--- config.mk ---
export PLATFORM = sky130hd
export DESIGN_NAME = izhikevich_neuron_step_top_flat
export DESIGN_NICKNAME = d
export VERILOG_FILES = /design/src/sv/izh_pkg.sv /design/src/sv/izh_in_if.sv /design/src/sv/izh_out_if.sv /design/src/sv/izhikevich_neuron_step_top.sv /design/src/sv/izh_cfg.sv /design/src/sv/izh_ctrl.sv /design/src/sv/izh_dp.sv /design/src/flat_wrapper.sv
export SDC_FILE = /design/constraint.sdc
export NUM_CORES = 2
export LEC_CHECK = 0
export ABC_AREA = 1
export BUFFER_PORTS_ARGS = -buffer_cell sky130_fd_sc_hd__buf_4
export CORE_MARGIN = 4
export CORE_UTILIZATION = 40
export CTS_CLUSTER_SIZE = 24
export DETAILED_ROUTE_END_ITERATION = 16
export GPL_TIMING_DRIVEN = 0
export PLACE_DENSITY_LB_ADDON = 0.2
export SLEW_MARGIN = 10
export SYNTH_ARGS = -nofsm -noshare
export SYNTH_HDL_FRONTEND = slang
export SYNTH_SLANG_ARGS = --single-unit
export TNS_END_PERCENT = 100
--- constraint.sdc ---
create_clock -name clk_i -period 10.4 [get_ports clk_i]
set_input_delay 1.04 -clock clk_i [delete_from_list [all_inputs] [get_ports clk_i]]
set_output_delay 1.04 -clock clk_i [all_outputs]
set_load 0.1 [all_outputs]
--- src/sv/izh_pkg.sv ---
package izh_pkg;

  localparam int FRAC_BITS_DEF = 16;
  localparam int DATA_W        = 32;
  localparam int STEP_W        = 31;
  localparam int CFG_IDX_W     = 3;
  localparam int CFG_DATA_W    = 32;

  // Operand width of the shared multiplier: a 32-bit signed value, the 31-bit
  // unsigned step or a divide operand, all carried as 33-bit signed.
  localparam int MUL_W  = 33;
  localparam int PROD_W = 64;
  localparam int BASE_W = 38;
  localparam int SUM_W  = 40;

  // The square is clamped before the divide by 100; any larger square drives
  // the voltage derivative into saturation anyway.
  localparam int SQ_W   = 41;
  localparam logic [PROD_W-1:0] SQ_CLAMP = PROD_W'(1) << (SQ_W - 1);
  localparam int X_W    = SQ_W + 2;

  // Division by 100 in two halves, each by a reciprocal multiply that is exact
  // for dividends below 2^28.
  localparam int DIV_SPLIT   = 21;
  localparam int XH_W        = X_W - DIV_SPLIT;
  localparam int QH_W        = 16;
  localparam int RH_W        = 7;
  localparam int Y_W         = RH_W + DIV_SPLIT;
  localparam int QUAD_W      = QH_W + DIV_SPLIT;
  localparam int RECIP_SHIFT = 35;
  localparam logic [28:0] RECIP_M = 29'd343597384;
  localparam int DIVISOR     = 100;
  localparam int QUAD_OFFSET = 50;

  typedef enum logic [CFG_IDX_W-1:0] {
    CFG_RATE_A  = 3'd0,
    CFG_SENS_B  = 3'd1,
    CFG_RESET_C = 3'd2,
    CFG_JUMP_D  = 3'd3,
    CFG_PEAK    = 3'd4,
    CFG_BIAS    = 3'd5,
    CFG_STEP    = 3'd6
  } cfg_idx_e;

  typedef struct packed {
    logic signed [DATA_W-1:0] rate_a;
    logic signed [DATA_W-1:0] sens_b;
    logic signed [DATA_W-1:0] reset_c;
    logic signed [DATA_W-1:0] jump_d;
    logic signed [DATA_W-1:0] peak;
    logic signed [DATA_W-1:0] bias;
    logic        [STEP_W-1:0] step;
  } cfg_t;

  typedef enum logic [3:0] {
    OP_NONE,
    OP_ACCEPT,
    OP_BASE,
    OP_BASE2,
    OP_DIV_HI,
    OP_DIV_LO,
    OP_DV,
    OP_VN,
    OP_DIFF,
    OP_DU,
    OP_UN,
    OP_COMMIT
  } dp_op_e;

  typedef enum logic [3:0] {
    ST_IDLE,
    ST_MUL_SQ,
    ST_DIV_HI,
    ST_MUL_HI,
    ST_DIV_LO,
    ST_MUL_LO,
    ST_DV,
    ST_MUL_DV,
    ST_VN,
    ST_MUL_VN,
    ST_DIFF,
    ST_MUL_DIFF,
    ST_DU,
    ST_MUL_DU,
    ST_UN,
    ST_DONE
  } ctrl_state_e;

  typedef struct packed {
    dp_op_e op;
  } dp_cmd_t;

  typedef struct packed {
    logic out_free;
  } dp_status_t;

  function automatic logic signed [DATA_W-1:0] sat32(input logic signed [PROD_W-1:0] x);
    if (x > 64'sd2147483647) begin
      return 32'sh7fffffff;
    end else if (x < -64'sd2147483648) begin
      return 32'sh80000000;
    end else begin
      return x[DATA_W-1:0];
    end
  endfunction

endpackage

--- src/sv/izh_in_if.sv ---
interface izh_in_if;
  logic                             valid;
  logic                             ready;
  logic signed [izh_pkg::DATA_W-1:0] synaptic_current;
  logic                             restart;

  modport source (output valid, output synaptic_current, output restart, input ready);
  modport sink (input valid, input synaptic_current, input restart, output ready);
endinterface

--- src/sv/izh_out_if.sv ---
interface izh_out_if;
  logic                             valid;
  logic                             ready;
  logic signed [izh_pkg::DATA_W-1:0] membrane_voltage;
  logic signed [izh_pkg::DATA_W-1:0] recovery_value;
  logic                             spike;

  modport source (output valid, output membrane_voltage, output recovery_value, output spike,
                  input ready);
  modport sink (input valid, input membrane_voltage, input recovery_value, input spike,
                output ready);
endinterface

--- src/sv/izhikevich_neuron_step_top.sv ---
// Izhikevich neuron, one forward-Euler step per input item, in signed fixed
// point with FRAC_BITS fraction bits. Each item carries the summed synaptic
// current of one tick and yields one result: the new voltage, the new recovery
// value and a spike flag. Items are taken one at a time: the next item can be
// accepted only once the result of the last one has been committed to the
// output. The work of a normal tick is a chain of seven dependent products
// (square, two reciprocal steps of the divide by 100, and the four Euler
// products) through one shared 33x33 multiplier, each with an operand-load
// state and a multiply state. A restart item skips the products and goes
// straight to the commit state. The result stays on the output until taken,
// and a new item is accepted meanwhile, but its result is held back until
// the output is free. The user must write the configuration registers only
// while no item is in flight; the block itself does not enforce it.
module izhikevich_neuron_step_top #(
  parameter int FRAC_BITS = izh_pkg::FRAC_BITS_DEF
) (
  input  logic                           clk_i,
  input  logic                           rst_ni,
  izh_in_if.sink                         in_i,
  izh_out_if.source                      out_o,
  input  logic                           cfg_we_i,
  input  logic [izh_pkg::CFG_IDX_W-1:0]  cfg_index_i,
  input  logic [izh_pkg::CFG_DATA_W-1:0] cfg_data_i
);
  import izh_pkg::*;

  cfg_t       cfg;
  dp_cmd_t    cmd;
  dp_status_t stat;

  izh_cfg #(
    .FRAC_BITS(FRAC_BITS)
  ) u_cfg (
    .clk_i      (clk_i),
    .rst_ni     (rst_ni),
    .cfg_we_i   (cfg_we_i),
    .cfg_index_i(cfg_index_i),
    .cfg_data_i (cfg_data_i),
    .cfg_o      (cfg)
  );

  izh_ctrl u_ctrl (
    .clk_i       (clk_i),
    .rst_ni      (rst_ni),
    .in_valid_i  (in_i.valid),
    .in_restart_i(in_i.restart),
    .stat_i      (stat),
    .in_ready_o  (in_i.ready),
    .cmd_o       (cmd)
  );

  izh_dp #(
    .FRAC_BITS(FRAC_BITS)
  ) u_dp (
    .clk_i      (clk_i),
    .rst_ni     (rst_ni),
    .cmd_i      (cmd),
    .cfg_i      (cfg),
    .syn_i      (in_i.synaptic_current),
    .restart_i  (in_i.restart),
    .out_ready_i(out_o.ready),
    .stat_o     (stat),
    .out_valid_o(out_o.valid),
    .voltage_o  (out_o.membrane_voltage),
    .recovery_o (out_o.recovery_value),
    .spike_o    (out_o.spike)
  );

endmodule

--- src/sv/izh_cfg.sv ---
module izh_cfg #(
  parameter int FRAC_BITS = izh_pkg::FRAC_BITS_DEF
) (
  input  logic                           clk_i,
  input  logic                           rst_ni,
  input  logic                           cfg_we_i,
  input  logic [izh_pkg::CFG_IDX_W-1:0]  cfg_index_i,
  input  logic [izh_pkg::CFG_DATA_W-1:0] cfg_data_i,
  output izh_pkg::cfg_t                  cfg_o
);
  import izh_pkg::*;

  localparam longint ONE = longint'(1) << FRAC_BITS;
  localparam logic signed [DATA_W-1:0] RATE_A_RST  = DATA_W'((2 * ONE + 50) / 100);
  localparam logic signed [DATA_W-1:0] SENS_B_RST  = DATA_W'((2 * ONE + 5) / 10);
  localparam logic signed [DATA_W-1:0] RESET_C_RST = DATA_W'(-65 * ONE);
  localparam logic signed [DATA_W-1:0] JUMP_D_RST  = DATA_W'(2 * ONE);
  localparam logic signed [DATA_W-1:0] PEAK_RST    = DATA_W'(30 * ONE);
  localparam logic        [STEP_W-1:0] STEP_RST    = STEP_W'((ONE + 5) / 10);

  cfg_t cfg_q, cfg_d;

  always_comb begin
    cfg_d = cfg_q;
    if (cfg_we_i) begin
      case (cfg_index_i)
        CFG_RATE_A:  cfg_d.rate_a  = cfg_data_i;
        CFG_SENS_B:  cfg_d.sens_b  = cfg_data_i;
        CFG_RESET_C: cfg_d.reset_c = cfg_data_i;
        CFG_JUMP_D:  cfg_d.jump_d  = cfg_data_i;
        CFG_PEAK:    cfg_d.peak    = cfg_data_i;
        CFG_BIAS:    cfg_d.bias    = cfg_data_i;
        CFG_STEP:    cfg_d.step    = cfg_data_i[STEP_W-1:0];
        default:     cfg_d = cfg_q;
      endcase
    end
  end

  always_ff @(posedge clk_i or negedge rst_ni) begin
    if (!rst_ni) begin
      cfg_q.rate_a  <= RATE_A_RST;
      cfg_q.sens_b  <= SENS_B_RST;
      cfg_q.reset_c <= RESET_C_RST;
      cfg_q.jump_d  <= JUMP_D_RST;
      cfg_q.peak    <= PEAK_RST;
      cfg_q.bias    <= '0;
      cfg_q.step    <= STEP_RST;
    end else begin
      cfg_q <= cfg_d;
    end
  end

  assign cfg_o = cfg_q;

endmodule

--- src/sv/izh_ctrl.sv ---
module izh_ctrl (
  input  logic                clk_i,
  input  logic                rst_ni,
  input  logic                in_valid_i,
  input  logic                in_restart_i,
  input  izh_pkg::dp_status_t stat_i,
  output logic                in_ready_o,
  output izh_pkg::dp_cmd_t    cmd_o
);
  import izh_pkg::*;

  ctrl_state_e state_q, state_d;

  always_comb begin
    state_d = state_q;
    case (state_q)
      ST_IDLE: begin
        if (in_valid_i) begin
          state_d = in_restart_i ? ST_DONE : ST_MUL_SQ;
        end
      end
      ST_MUL_SQ:   state_d = ST_DIV_HI;
      ST_DIV_HI:   state_d = ST_MUL_HI;
      ST_MUL_HI:   state_d = ST_DIV_LO;
      ST_DIV_LO:   state_d = ST_MUL_LO;
      ST_MUL_LO:   state_d = ST_DV;
      ST_DV:       state_d = ST_MUL_DV;
      ST_MUL_DV:   state_d = ST_VN;
      ST_VN:       state_d = ST_MUL_VN;
      ST_MUL_VN:   state_d = ST_DIFF;
      ST_DIFF:     state_d = ST_MUL_DIFF;
      ST_MUL_DIFF: state_d = ST_DU;
      ST_DU:       state_d = ST_MUL_DU;
      ST_MUL_DU:   state_d = ST_UN;
      ST_UN:       state_d = ST_DONE;
      ST_DONE: begin
        if (stat_i.out_free) begin
          state_d = ST_IDLE;
        end
      end
      default:     state_d = ST_IDLE;
    endcase
  end

  // Each load state, the accepting IDLE among them, loads the multiplier
  // operands; the state after it lets the product settle into its register.
  always_comb begin
    in_ready_o = 1'b0;
    cmd_o.op   = OP_NONE;
    case (state_q)
      ST_IDLE: begin
        in_ready_o = 1'b1;
        if (in_valid_i) begin
          cmd_o.op = OP_ACCEPT;
        end
      end
      ST_MUL_SQ: cmd_o.op = OP_BASE;
      ST_DIV_HI: cmd_o.op = OP_DIV_HI;
      ST_MUL_HI: cmd_o.op = OP_BASE2;
      ST_DIV_LO: cmd_o.op = OP_DIV_LO;
      ST_DV:     cmd_o.op = OP_DV;
      ST_VN:     cmd_o.op = OP_VN;
      ST_DIFF:   cmd_o.op = OP_DIFF;
      ST_DU:     cmd_o.op = OP_DU;
      ST_UN:     cmd_o.op = OP_UN;
      ST_DONE: begin
        if (stat_i.out_free) begin
          cmd_o.op = OP_COMMIT;
        end
      end
      default:   cmd_o.op = OP_NONE;
    endcase
  end

  always_ff @(posedge clk_i or negedge rst_ni) begin
    if (!rst_ni) begin
      state_q <= ST_IDLE;
    end else begin
      state_q <= state_d;
    end
  end

endmodule

--- src/sv/izh_dp.sv ---
module izh_dp #(
  parameter int FRAC_BITS = izh_pkg::FRAC_BITS_DEF
) (
  input  logic                             clk_i,
  input  logic                             rst_ni,
  input  izh_pkg::dp_cmd_t                 cmd_i,
  input  izh_pkg::cfg_t                    cfg_i,
  input  logic signed [izh_pkg::DATA_W-1:0] syn_i,
  input  logic                             restart_i,
  input  logic                             out_ready_i,
  output izh_pkg::dp_status_t              stat_o,
  output logic                             out_valid_o,
  output logic signed [izh_pkg::DATA_W-1:0] voltage_o,
  output logic signed [izh_pkg::DATA_W-1:0] recovery_o,
  output logic                             spike_o
);
  import izh_pkg::*;

  localparam longint ONE = longint'(1) << FRAC_BITS;
  localparam logic signed [DATA_W-1:0] V_RST = DATA_W'(-65 * ONE);
  localparam logic signed [DATA_W-1:0] U_RST = DATA_W'(-13 * ONE);
  localparam logic signed [BASE_W-1:0] C140  = BASE_W'(140 * ONE);
  localparam logic        [PROD_W-1:0] RND   = PROD_W'(ONE / 2);

  logic signed [DATA_W-1:0] syn_q, syn_d;
  logic                     restart_q, restart_d;
  logic signed [MUL_W-1:0]  op_a_q, op_a_d, op_b_q, op_b_d;
  logic                     rnd_q, rnd_d;
  logic signed [PROD_W-1:0] prod_q, prod_d;
  logic signed [BASE_W-1:0] base_q, base_d;
  logic        [XH_W-1:0]   xh_q, xh_d;
  logic        [DIV_SPLIT-1:0] xl_q, xl_d;
  logic        [QH_W-1:0]   qh_q, qh_d;
  logic signed [DATA_W-1:0] vn_q, vn_d, un_q, un_d;
  logic signed [DATA_W-1:0] v_q, v_d, u_q, u_d;
  logic                     fired_q, fired_d;
  logic                     out_valid_q, out_valid_d;

  logic signed [2*MUL_W-1:0] mul_full;

  // Shared multiplier with an optional half-LSB rounding term folded in.
  assign mul_full = op_a_q * op_b_q;
  assign prod_d   = mul_full[PROD_W-1:0] + (rnd_q ? RND : '0);

  always_comb begin
    logic signed [PROD_W-1:0] scaled;
    logic        [PROD_W-1:0] sq;
    logic        [SQ_W-1:0]   sq_c;
    logic        [X_W-1:0]    x;
    logic        [XH_W-1:0]   rh;
    logic        [Y_W-1:0]    y;
    logic        [QUAD_W-1:0] quad;
    logic signed [SUM_W-1:0]  sum;
    logic signed [BASE_W-1:0] vx;
    logic signed [DATA_W-1:0] t;

    syn_d       = syn_q;
    restart_d   = restart_q;
    op_a_d      = op_a_q;
    op_b_d      = op_b_q;
    rnd_d       = rnd_q;
    base_d      = base_q;
    xh_d        = xh_q;
    xl_d        = xl_q;
    qh_d        = qh_q;
    vn_d        = vn_q;
    un_d        = un_q;
    v_d         = v_q;
    u_d         = u_q;
    fired_d     = fired_q;
    out_valid_d = out_valid_q && !out_ready_i;

    scaled = prod_q >>> FRAC_BITS;
    sq     = prod_q >>> FRAC_BITS;
    sq_c   = (sq >= SQ_CLAMP) ? SQ_CLAMP[SQ_W-1:0] : sq[SQ_W-1:0];
    x      = {sq_c, 2'b00} + X_W'(QUAD_OFFSET);
    // The high quotient is taken straight from the product register, in the
    // same cycle that it is stored.
    rh     = xh_q - XH_W'(DIVISOR * prod_q[RECIP_SHIFT +: QH_W]);
    y      = {rh[RH_W-1:0], xl_q};
    quad   = {qh_q, prod_q[RECIP_SHIFT +: DIV_SPLIT]};
    sum    = SUM_W'(base_q) + SUM_W'(quad);
    vx     = BASE_W'(v_q);
    t      = sat32(scaled);

    case (cmd_i.op)
      OP_ACCEPT: begin
        syn_d     = syn_i;
        restart_d = restart_i;
        op_a_d    = MUL_W'(v_q);
        op_b_d    = MUL_W'(v_q);
        rnd_d     = 1'b0;
      end
      OP_BASE: begin
        base_d = (vx <<< 2) + vx + C140 - BASE_W'(u_q);
      end
      OP_BASE2: begin
        base_d = base_q + BASE_W'(cfg_i.bias) + BASE_W'(syn_q);
      end
      OP_DIV_HI: begin
        xh_d   = x[X_W-1:DIV_SPLIT];
        xl_d   = x[DIV_SPLIT-1:0];
        op_a_d = MUL_W'(x[X_W-1:DIV_SPLIT]);
        op_b_d = MUL_W'(RECIP_M);
        rnd_d  = 1'b0;
      end
      OP_DIV_LO: begin
        qh_d   = prod_q[RECIP_SHIFT +: QH_W];
        op_a_d = MUL_W'(y);
        op_b_d = MUL_W'(RECIP_M);
        rnd_d  = 1'b0;
      end
      OP_DV: begin
        op_a_d = MUL_W'(cfg_i.step);
        op_b_d = MUL_W'(sat32(PROD_W'(sum)));
        rnd_d  = 1'b1;
      end
      OP_VN: begin
        vn_d   = sat32(PROD_W'(v_q) + PROD_W'(t));
        op_a_d = MUL_W'(cfg_i.sens_b);
        op_b_d = MUL_W'(sat32(PROD_W'(v_q) + PROD_W'(t)));
        rnd_d  = 1'b1;
      end
      OP_DIFF: begin
        op_a_d = MUL_W'(cfg_i.rate_a);
        op_b_d = MUL_W'(sat32(scaled - PROD_W'(u_q)));
        rnd_d  = 1'b1;
      end
      OP_DU: begin
        op_a_d = MUL_W'(cfg_i.step);
        op_b_d = MUL_W'(t);
        rnd_d  = 1'b1;
      end
      OP_UN: begin
        un_d = sat32(PROD_W'(u_q) + PROD_W'(t));
      end
      OP_COMMIT: begin
        out_valid_d = 1'b1;
        if (restart_q) begin
          v_d     = cfg_i.reset_c;
          fired_d = 1'b0;
        end else if (vn_q >= cfg_i.peak) begin
          v_d     = cfg_i.reset_c;
          u_d     = sat32(PROD_W'(un_q) + PROD_W'(cfg_i.jump_d));
          fired_d = 1'b1;
        end else begin
          v_d     = vn_q;
          u_d     = un_q;
          fired_d = 1'b0;
        end
      end
      default: begin
        out_valid_d = out_valid_q && !out_ready_i;
      end
    endcase
  end

  always_ff @(posedge clk_i) begin
    syn_q     <= syn_d;
    restart_q <= restart_d;
    op_a_q    <= op_a_d;
    op_b_q    <= op_b_d;
    rnd_q     <= rnd_d;
    prod_q    <= prod_d;
    base_q    <= base_d;
    xh_q      <= xh_d;
    xl_q      <= xl_d;
    qh_q      <= qh_d;
    vn_q      <= vn_d;
    un_q      <= un_d;
  end

  always_ff @(posedge clk_i or negedge rst_ni) begin
    if (!rst_ni) begin
      v_q         <= V_RST;
      u_q         <= U_RST;
      fired_q     <= 1'b0;
      out_valid_q <= 1'b0;
    end else begin
      v_q         <= v_d;
      u_q         <= u_d;
      fired_q     <= fired_d;
      out_valid_q <= out_valid_d;
    end
  end

  // The state registers double as the output register: they change only when
  // the previous result has been taken.
  assign stat_o.out_free = !out_valid_q || out_ready_i;
  assign out_valid_o     = out_valid_q;
  assign voltage_o       = v_q;
  assign recovery_o      = u_q;
  assign spike_o         = fired_q;

endmodule

--- src/flat_wrapper.sv ---
// flat-port wrapper written by rule: the top's interface ports become plain ports
module izhikevich_neuron_step_top_flat import izh_pkg::*;
#(
  parameter int FRAC_BITS = izh_pkg::FRAC_BITS_DEF
)
  (clk_i, rst_ni, cfg_we_i, cfg_index_i, cfg_data_i, in_i_valid, in_i_synaptic_current, in_i_restart, in_i_ready, out_o_valid, out_o_membrane_voltage, out_o_recovery_value, out_o_spike, out_o_ready);
  izh_in_if in_i_i ();
  izh_out_if out_o_i ();
  input  logic clk_i;
  input  logic rst_ni;
  input  logic cfg_we_i;
  input  logic [izh_pkg::CFG_IDX_W-1:0] cfg_index_i;
  input  logic [izh_pkg::CFG_DATA_W-1:0] cfg_data_i;
  input wire logic [$bits(in_i_i.valid)-1:0] in_i_valid;
  input wire logic [$bits(in_i_i.synaptic_current)-1:0] in_i_synaptic_current;
  input wire logic [$bits(in_i_i.restart)-1:0] in_i_restart;
  output wire logic [$bits(in_i_i.ready)-1:0] in_i_ready;
  output wire logic [$bits(out_o_i.valid)-1:0] out_o_valid;
  output wire logic [$bits(out_o_i.membrane_voltage)-1:0] out_o_membrane_voltage;
  output wire logic [$bits(out_o_i.recovery_value)-1:0] out_o_recovery_value;
  output wire logic [$bits(out_o_i.spike)-1:0] out_o_spike;
  input wire logic [$bits(out_o_i.ready)-1:0] out_o_ready;
  assign in_i_i.valid = in_i_valid;
  assign in_i_i.synaptic_current = in_i_synaptic_current;
  assign in_i_i.restart = in_i_restart;
  assign in_i_ready = in_i_i.ready;
  assign out_o_valid = out_o_i.valid;
  assign out_o_membrane_voltage = out_o_i.membrane_voltage;
  assign out_o_recovery_value = out_o_i.recovery_value;
  assign out_o_spike = out_o_i.spike;
  assign out_o_i.ready = out_o_ready;
  izhikevich_neuron_step_top #(.FRAC_BITS(FRAC_BITS)) u_core (.clk_i(clk_i), .rst_ni(rst_ni), .in_i(in_i_i), .out_o(out_o_i), .cfg_we_i(cfg_we_i), .cfg_index_i(cfg_index_i), .cfg_data_i(cfg_data_i));
endmodule
==> results.ini <==
[setup_path]
max_stage_delay_ns=0.95
slowest_stage=clkbuf_1
cp_max_fo=10
cp_common_cell=fa_1
crit_required_ns=10.88
cp-end-kind=flop
cp_data_arrival_time_ns=10.51
crit_type=reg -> reg
setup.worst_path.start_class=flop

[synth]
ys_types=61
ys.warnings.count=0
synth_simple_gate_area_share_pct=19.6
synth_edf_count=242
synth-seq-area-share_pct=19.4
synth.mux.area_fraction_pct=0.0124
synth_compound_area_share_pct=8.60
synth_xor_area_share_pct=2.92
synth_top_flop_cell=edfxtp_1
async_flop_share_pct=50.3
synth_top_family_by_area=adder cells
synthAdderAreaFrac_pct=37.5
syn-num-nets=12100
syn_inst=10300
netlist_area_um2=80800
avgSynthCellArea_um2=7.81
synth-seq-cells=583

[timing]
slew_viol_final=0
worstMarginPinSlew_ns=1.39
hold_viol=0
fin_skew_ns=0.0532
max_freq_mhz=99.7
setup_viol=0
slew_headroom_pct=6.22
fin_tns_setup_ns=0
rsz0062_at_grt=no
period_share_pct=96.4
period_needed_ns=10.03

[global_routing]
antenna_found_initial=22
grt_max_degree=104
grt_pass1_vias=72900
grt-ovfl-total=0
grt_use_total_pct=34.8
grt_pass1_wl_mm=522

[finish]
areaGrowthSynthToFinish_pct=8.65
drive_above_1_share_pct=4.33
nets=12300

[drt]
num_vias=72100
vias_per_cell=5.43
antenna_left=0
drt_iter0_markers=6709
drt-total-wl_mm=366
wl_per_cell_um=27.6
drt-pass1-iter-count=6
drcViolationCount=0

[outcome]
status=finished, final reports clean

[clocking]
cts_buffer_depth=3
cts_sinks=583
cts_buffers=68
clk_latency_ns=0.70
clk_pin_slew_ns=0.07
cts_tree=done
cts_root_buf=clkbuf_16
holdBufCountCts=0
htree_levels=3

[die]
ios=140
num_rows=164
die_w_um=457
die_area_um2=209000
core_um2=200000
start_util_pct=40.3
die_y_um=457

[placement]
port_buffers=139
routabilityCongestion=1.05
post-dp-hpwl_mm=313

[run]
max_cap_violations=0

[worst_hold_path]
hold_path_class=in -> async

==> layout by cell type (no fill, tap or decap), types with 34 or more instances in the layout <==
| cell type | n |
|---|---|
| a31oi_1 | 34 |
| xnor2_1 | 96 |
| dfstp_2 | 71 |
| nand4_1 | 108 |
| nand2_1 | 2859 |
| ha_1 | 530 |
| o21ai_0 | 526 |
| clkbuf_1 | 335 |
| inv_1 | 2168 |
| fa_1 | 1180 |
| edfxtp_1 | 242 |
| a21oi_1 | 495 |
| dfrtp_1 | 222 |
| clkbuf_16 | 69 |
| nor3_1 | 62 |
| dfxtp_1 | 48 |
| nor2_1 | 593 |
| buf_4 | 145 |
| xor2_1 | 173 |
| nand3_1 | 225 |
==> state kept, by name, indices dropped and copies added, names as in the netlist <==
register                 flops
u_core.u_cfg.cfg_o         223
u_core.u_dp.prod_q          48
u_core.u_dp.base_q          38
u_core.u_dp.op_a_q          32
u_core.u_dp.op_b_q          32
u_core.u_dp.recovery_o      32
u_core.u_dp.syn_q           32
u_core.u_dp.un_q            32
u_core.u_dp.vn_q            32
u_core.u_dp.voltage_o       32
u_core.u_dp.xl_q            19
u_core.u_dp.qh_q            16
u_core.u_dp.xh_q             7
u_core.u_ctrl.state_q        4
u_core.u_dp.out_valid_o      1
u_core.u_dp.restart_q        1
u_core.u_dp.rnd_q            1
u_core.u_dp.spike_o          1
==> critical path: cells and delay by family, from the launching register on <==
kind	cells	cell delay [ns]
AO/OA/AOI/OAI	4	1.44
XOR/XNOR	1	0.52
adder cells (fa/ha/maj)	9	4.44
buffers and inverters	5	1.96
flip-flops	1	0.34
AND/OR/NAND/NOR	7	1.11
==> through the flow <==
step                setup slack (ns)  hold WS, ns  instance area (um2)  cells  utilization (%)
finish                         0.370        0.172                87800  13300             43.8
global route                  0.0308        0.168                87800  13300             43.8
CTS                            0.280        0.134                87800  13300             43.8
detailed placement             0.340        0.473                85400  13100             42.7
global placement               0.387        0.463                85200  13100             42.5
floorplan                       3.43        0.448                80800  10300                -
==> final timing paths <==
check / from / endpoint / slack, ns / cells after the start
max in group asynchronous: rst_ni / u_core.u_cfg.cfg_o[172]$_DFFE_PN1P_ / 8.51 / 4
worst max-delay path: u_core.u_dp.op_a_q[20]$_DFFE_PP_ / u_core.u_dp.prod_q[58]$_DFF_P_ / 0.37 / 26
worst min-delay path: rst_ni / u_core.u_dp.recovery_o[14]$_DFFE_PN0P_ / 0.17 / 1
worst max register to register: u_core.u_dp.op_a_q[20]$_DFFE_PP_ / u_core.u_dp.prod_q[58]$_DFF_P_ / 0.37 / 26
worst min register to register: u_core.u_cfg.cfg_o[189]$_DFFE_PN0P_ / u_core.u_cfg.cfg_o[189]$_DFFE_PN0P_ / 0.48 / 2
min in group clk_i: u_core.u_cfg.cfg_o[189]$_DFFE_PN0P_ / u_core.u_cfg.cfg_o[189]$_DFFE_PN0P_ / 0.48 / 2
==> synth_stat cells, types with 5 or more instances <==
master	instances	area, um2
nand2_1	2861	10700
inv_1	2169	8140
fa_1	1181	23600
nor2_1	595	2230
ha_1	530	6630
o21ai_0	527	2640
a21oi_1	495	2480
clkbuf_1	321	1200
edfxtp_1	242	7270
nand3_1	225	1130
dfrtp_1	222	5560
xor2_1	173	1520
nand4_1	108	676
xnor2_1	96	841
dfstp_2	71	1870
nor3_1	62	310
dfxtp_1	48	961
a31oi_1	34	213
nor4_1	32	200
o21bai_1	31	233
or2_2	26	163
a221oi_1	24	210
a21o_1	23	173
o21a_1	23	173
buf_2	22	110
o211ai_1	22	165
nor2_2	16	100
a22o_1	15	131
o21ai_1	13	65.1
inv_2	12	45.0
o2111ai_1	10	87.6
buf_6	9	101
nand3b_1	9	67.6
a21boi_0	8	60.1
a22oi_1	8	60.1
buf_4	7	52.6
a21oi_2	6	52.6
buf_1	6	22.5
a211oi_1	5	37.5
and3_1	5	31.3
nand2_2	5	31.3
==> area by class of cell <==
type | instances | area, um2
fillers | 20900 | 112000
well taps | 2656 | 3320
diodes | 9 | 22.5
inverters | 2183 | 8190
repair buffers | 149 | 1290
multi-input cells | 7209 | 55500
clock buffers | 92 | 1850
flip-flops and latches | 583 | 15600
plain buffers | 365 | 1500
clock inverters | 34 | 465
==> kinds of logic after synthesis <==
logic type | after synthesis
multiplexers | 1
adder cells (fa/ha/maj) | 1711
buffers and inverters | 2548
flip-flops | 583
XOR/XNOR | 269
AO/OA/AOI/OAI | 1264
AND/OR/NAND/NOR | 3964
==> per-layer routing <==
layer | track usage (%) | vias up | wire length [um]
li1 | - | 32000 | -
met1 | 44.0 | 36100 | 144000
met2 | 57.3 | 3153 | 170000
met3 | 4.43 | 798 | 25000
met4 | 20.8 | 16 | 27200
met5 | 0 | - | 103
==> repair_timing <==
item                       CTS  global route
setup endpoints to repair    0             1
gates resized for setup      0             3
setup buffers                0             0
Power is not shown: default switching activity piles up to over one toggle a cycle in this logic, so the estimate is an artifact.
